<file path="src/sv/rbfl_pkg.sv">
`timescale 1ns / 1ps
// Shared types, register codes and constants of the RBF linear kernel evaluator.
package rbfl_pkg;

	localparam int DEFAULT_MAX_CENTERS = 64;
	localparam int ROOT_STEPS = 34;
	localparam int REG_INDEX_W = 3;
	localparam int REG_DATA_W = 32;

	localparam logic [REG_INDEX_W-1:0] REG_NUM_CENTERS = 3'd0;
	localparam logic [REG_INDEX_W-1:0] REG_POLY_CONST = 3'd1;
	localparam logic [REG_INDEX_W-1:0] REG_POLY_X = 3'd2;
	localparam logic [REG_INDEX_W-1:0] REG_POLY_Y = 3'd3;
	localparam logic [REG_INDEX_W-1:0] REG_POLY_Z = 3'd4;

	localparam logic ACTION_LOAD = 1'b0;
	localparam logic ACTION_QUERY = 1'b1;

	typedef struct packed {
		logic action;
		logic [5:0] entry_index;
		logic signed [31:0] coord_x;
		logic signed [31:0] coord_y;
		logic signed [31:0] coord_z;
		logic signed [31:0] center_weight;
	} in_word_t;

	typedef struct packed {
		logic signed [31:0] estimate;
		logic saturated;
	} out_word_t;

	typedef enum logic [1:0] {
		MS_DIST,
		MS_X,
		MS_Y,
		MS_Z
	} mul_sel_t;

endpackage

</file>
<file path="src/sv/rbfl_ctrl.sv">
`timescale 1ns / 1ps
// Controller: sequences the table walk, square root steps, polynomial terms and result.
module rbfl_ctrl #(
	parameter int MAX_CENTERS = rbfl_pkg::DEFAULT_MAX_CENTERS,
	localparam int AW = (MAX_CENTERS > 1) ? $clog2(MAX_CENTERS) : 1,
	localparam int CW = $clog2(MAX_CENTERS + 1)
) (
	input logic clk,
	input logic arst_n,
	input logic in_valid,
	input logic in_action,
	input logic [5:0] in_entry_index,
	input logic [CW-1:0] n_eff,
	input logic out_full,
	output logic in_stall,
	output logic point_ld,
	output logic load_wr,
	output logic rd_en,
	output logic [AW-1:0] rd_addr,
	output logic diff_en,
	output logic sq_en,
	output logic sum_en,
	output logic root_en,
	output logic mul_en,
	output rbfl_pkg::mul_sel_t mul_sel,
	output logic acc_clr,
	output logic acc_en,
	output logic out_ld
);
	import rbfl_pkg::*;

	typedef enum logic [3:0] {
		ST_IDLE,
		ST_READ,
		ST_DIFF,
		ST_SQ,
		ST_SUM,
		ST_ROOT,
		ST_MUL,
		ST_ACC,
		ST_PMUL,
		ST_PACC,
		ST_FIN
	} state_t;

	state_t state_q;
	logic [CW-1:0] idx_q;
	logic [5:0] step_q;
	mul_sel_t term_q;
	logic accept;

	assign accept = in_valid && !in_stall;
	assign in_stall = (state_q != ST_IDLE);

	always_comb begin
		point_ld = accept && (in_action == ACTION_QUERY);
		acc_clr = point_ld;
		load_wr = accept && (in_action == ACTION_LOAD) && (32'(in_entry_index) < MAX_CENTERS);
		rd_en = (state_q == ST_READ);
		rd_addr = idx_q[AW-1:0];
		diff_en = (state_q == ST_DIFF);
		sq_en = (state_q == ST_SQ);
		sum_en = (state_q == ST_SUM);
		root_en = (state_q == ST_ROOT);
		mul_en = (state_q == ST_MUL) || (state_q == ST_PMUL);
		mul_sel = (state_q == ST_PMUL) ? term_q : MS_DIST;
		acc_en = (state_q == ST_ACC) || (state_q == ST_PACC);
		out_ld = (state_q == ST_FIN) && !out_full;
	end

	always_ff @(posedge clk or negedge arst_n) begin
		if (!arst_n) begin
			state_q <= ST_IDLE;
			idx_q <= '0;
			step_q <= '0;
			term_q <= MS_X;
		end else begin
			case (state_q)
				ST_IDLE: begin
					if (point_ld) begin
						idx_q <= '0;
						term_q <= MS_X;
						state_q <= (n_eff == '0) ? ST_PMUL : ST_READ;
					end
				end
				ST_READ: state_q <= ST_DIFF;
				ST_DIFF: state_q <= ST_SQ;
				ST_SQ: state_q <= ST_SUM;
				ST_SUM: begin
					step_q <= '0;
					state_q <= ST_ROOT;
				end
				ST_ROOT: begin
					step_q <= step_q + 6'd1;
					if (step_q == 6'(ROOT_STEPS - 1)) begin
						state_q <= ST_MUL;
					end
				end
				ST_MUL: state_q <= ST_ACC;
				ST_ACC: begin
					idx_q <= idx_q + 1'b1;
					state_q <= (idx_q + 1'b1 == n_eff) ? ST_PMUL : ST_READ;
				end
				ST_PMUL: state_q <= ST_PACC;
				ST_PACC: begin
					if (term_q == MS_Z) begin
						state_q <= ST_FIN;
					end else begin
						term_q <= mul_sel_t'(term_q + 2'd1);
						state_q <= ST_PMUL;
					end
				end
				ST_FIN: begin
					if (!out_full) begin
						state_q <= ST_IDLE;
					end
				end
				default: state_q <= ST_IDLE;
			endcase
		end
	end

endmodule

</file>
<file path="config.mk">
export PLATFORM = sky130hd
export DESIGN_NAME = rbfl_ctrl
export DESIGN_NICKNAME = d
export VERILOG_FILES = /design/src/sv/rbfl_pkg.sv /design/src/sv/rbfl_ctrl.sv
export SDC_FILE = /design/constraint.sdc
export NUM_CORES = 1
export LEC_CHECK = 0
export ABC_AREA = 1
export BUFFER_PORTS_ARGS = -buffer_cell sky130_fd_sc_hd__buf_2
export CORE_UTILIZATION = 40
export DETAILED_ROUTE_END_ITERATION = 8
export GPL_ROUTABILITY_DRIVEN = 1
export HOLD_SLACK_MARGIN = 0.03
export RECOVER_POWER = 25
export SYNTH_ARGS = -nofsm -noshare
export SYNTH_HDL_FRONTEND = slang
export SYNTH_SLANG_ARGS = --single-unit
</file>
<file path="constraint.sdc">
create_clock -name clk -period 4.3 [get_ports clk]
set_clock_uncertainty 0.1 [all_clocks]
set_input_delay 0 -clock clk [delete_from_list [all_inputs] [get_ports clk]]
set_output_delay 0 -clock clk [all_outputs]
set_load 0.005 [all_outputs]
</file>
==> results.py <==
metrics = {
    "placed_design": {
        "place_area_mm2": 0.00155,
        "dp.cells": 269,
        "port_buffers": 31,
        "gp_congestion": 0.783,
        "hpwl_mm": 2.36,
    },
    "worst_setup_path": {
        "cp_max_fo": 7,
        "cp.required_ns": 4.20,
        "crit_family": "simple AND/OR/NAND/NOR gates",
        "rr_worst_depth": 5,
        "max_stage_delay_ns": 0.47,
        "critical_path.cell_chain": "nor2_4 > inv_1 > nor2_1 > inv_1 > nand2_1 > buf_2",
        "crit_top_cell": "inv_1",
        "arrival_ns": 1.83,
        "cp_num_buf_inv": 3,
        "path_depth": 6,
        "critPathLaunchType": "flop",
        "endpoint_kind": "primary output",
        "slowest_stage": "dfrtp_1",
        "critical_path_class": "flop to primary output",
    },
    "clocking": {
        "cts_resized": 0,
        "clk_path_buf_depth": 2,
        "cts.sinks": 19,
        "cts_tree": "built",
        "cts_buffers": 3,
        "clock_latency_ns": 0.30,
        "clk_pin_slew_ns": 0.12,
        "h-tree-depth": 1,
        "cts-root-buf": "clkbuf_4",
    },
    "grt": {
        "first_global_vias": 1209,
        "antenna_found_initial": 0,
        "grtUsageTotal_pct": 18.0,
        "grt_overflow": 0,
        "grt_start_max_net_pins": 20,
        "grt_first_pass_wirelength_mm": 5.11,
    },
    "synth": {
        "synth.cell_area_mm2": 0.00140,
        "netlist_instances": 200,
        "synth_warnings": 0,
        "synth-main-ff-cell": "dfrtp_1",
        "synth_compound_area_share_pct": 11.8,
        "synthSimpleGateAreaFrac_pct": 34.1,
        "yosysUniqueCellTypes": 31,
        "ys_ff_latch": 19,
        "synth.avg_cell_area_um2": 7.01,
        "ys_seq_area_share_pct": 34.0,
        "synthXorXnorAreaFrac_pct": 1.25,
        "synthesis.nets": 222,
        "async_flop_share_pct": 100,
        "synthMuxAreaShare_pct": 0,
        "synth_top_family_by_area": "simple AND/OR/NAND/NOR gates",
        "synth_edf_count": 0,
        "yosys.area_share.adder_pct": 3.57,
    },
    "run": {
        "drv_cap": 0,
    },
    "floorplanning": {
        "start_util_pct": 42.0,
        "die_area_mm2": 0.00374,
        "io-pin-count": 38,
        "die_w_um": 61.2,
        "core_region_area_mm2": 0.00334,
        "die_y_um": 61.2,
        "rows": 21,
    },
    "hold_path": {
        "hold_path_depth": 9,
        "min_path_type": "input pin to flop",
    },
    "timing": {
        "whs_ns": 0.0920,
        "finalMaxSlewViolations": 0,
        "finalHoldViolCount": 0,
        "fin_crit_ns": 1.93,
        "fmaxAchievable_ghz": 0.519,
        "grt_setup_unrepaired": "false",
        "relSlewSlack_pct": 26.9,
        "fin_crit_sh_pct": 44.8,
        "setup_tns_ns": 0,
        "setup_viol": 0,
        "tightest_slew_ns": 1.10,
    },
    "finish": {
        "n_fill_cell": 355,
        "final_area_mm2": 0.00162,
        "nNetsFinal": 254,
        "drive_gt1_share_pct": 21.6,
        "areaGrowthSynthToFinish_pct": 15.5,
        "stdcell_count": 277,
        "final_util_pct": 48.5,
        "multi_input_area_um2": 711,
        "most-common-layout-cells": "50 x nand2_1, 36 x inv_1, 30 x buf_2",
        "n_antenna_cell": 0,
        "seq_area_um2": 477,
        "final_common_cell": "nand2_1",
    },
    "routing": {
        "firstDrtPassIters": 4,
        "drt-vias-per-instance": 4.92,
        "routed_wirelength_mm": 3.01,
        "antenna_left": 0,
        "drc": 0,
        "dr.first_iter.drc_count": 63,
        "vias": 1364,
        "wl_per_cell_um": 10.9,
    },
    "pwr": {
        "p_per_area_mw_per_mm2": 475,
        "p_leak_nw": 0.877,
        "max-vdd-ir-drop_v": 0.000279,
    },
    "outcome": {
        "outcome": "finished clean",
    },
}
[tightest hold or removal path: stages]
cell	delay (ns)
buf_2	0.09
nand2_1	0.05
nand2_1	0.07
nor2_2	0.04
nand2_1	0.05
nand2_1	0.04
nand2_1	0.05
nand2_1	0.04
nand2_1	0.05
[cells in the mapped netlist, types with 2 or more instances]
master | n | area (um2)
a21oi_1 | 4 | 20.0
buf_4 | 7 | 52.6
dfrtp_1 | 18 | 450
ha_1 | 4 | 50.1
inv_1 | 36 | 135
nand2_1 | 50 | 188
nand3_1 | 20 | 100
nand4_1 | 2 | 12.5
nor2_1 | 14 | 52.6
nor2_2 | 3 | 18.8
nor2_4 | 4 | 45.0
nor3_1 | 4 | 20.0
nor4_1 | 2 | 12.5
o21a_1 | 2 | 15.0
o21ai_0 | 6 | 30.0
o21ai_2 | 3 | 26.3
o22ai_1 | 6 | 37.5
o31ai_1 | 2 | 15.0
[stage by stage]
| stage | total power, mW | setup WS [ns] |
|---|---|---|
| 4_1_cts | 0.784 | 2.33 |
| 6_report | 0.770 | 2.37 |
| 3_3_place_gp | 0.677 | 2.48 |
| 5_1_grt | 0.855 | 2.16 |
| 3_5_place_dp | 0.685 | 2.45 |
| 2_1_floorplan | 0.586 | 2.70 |
[final timing paths]
check | slack [ns] | endpoint | start
setup / recovery | 2.37 | acc_en | state_q[3]
hold / removal | 0.09 | state_q[0] | n_eff[6]
setup reg to reg | 2.48 | idx_q[4] | state_q[3]
hold reg to reg | 0.40 | step_q[5] | step_q[5]
max in group asynchronous | 3.13 | term_q[1] | arst_n
min in group asynchronous | 0.31 | idx_q[1] | arst_n
[flip-flops by register name, summed over array words and instances, names as in the netlist]
| signal | flops |
|---|---|
| idx_q | 7 |
| state_q | 4 |
| step_q | 6 |
| term_q | 2 |
[area by class of cell]
cell class | instances | area share, %
clock buffer | 3 | 1.39
clock inverter | 1 | 0.464
inverter | 39 | 9.27
multi-input combinational | 134 | 43.9
sequential | 19 | 29.4
tap | 46 | 3.55
timing repair buffer | 35 | 12.0
[cell families after synthesis]
group | count (synthesis)
compound gates | 26
xor+xnor | 2
fa+ha+maj | 4
buf+inv | 47
flops | 19
simple gates | 102
[where the power goes]
| group | switching (mW) | leakage, nW | internal, mW |
|---|---|---|---|
| clock | 0.0584 | 0.0139 | 0.0354 |
| sequential | 0.0493 | 0.249 | 0.230 |
| combinational | 0.246 | 0.614 | 0.151 |
[timing repair]
item	in CTS	in global routing
hold endpoints to repair	21	0
buffers inserted	0	0
hold buffers	4	0
[layer usage]
metal / wire [um] / share of wire, % / global-route usage [%] / vias up
li1: - / - / - / 700
met1: 1480 / 49 / 25.1 / 630
met2: 1390 / 46 / 30.0 / 32
met3: 118 / 3.9 / 2.10 / 2
met4: 20 / 0.66 / 3.90 / 0
met5: 0 / 0 / 0 / -
Note: power is estimated with default switching activity, not from simulation.
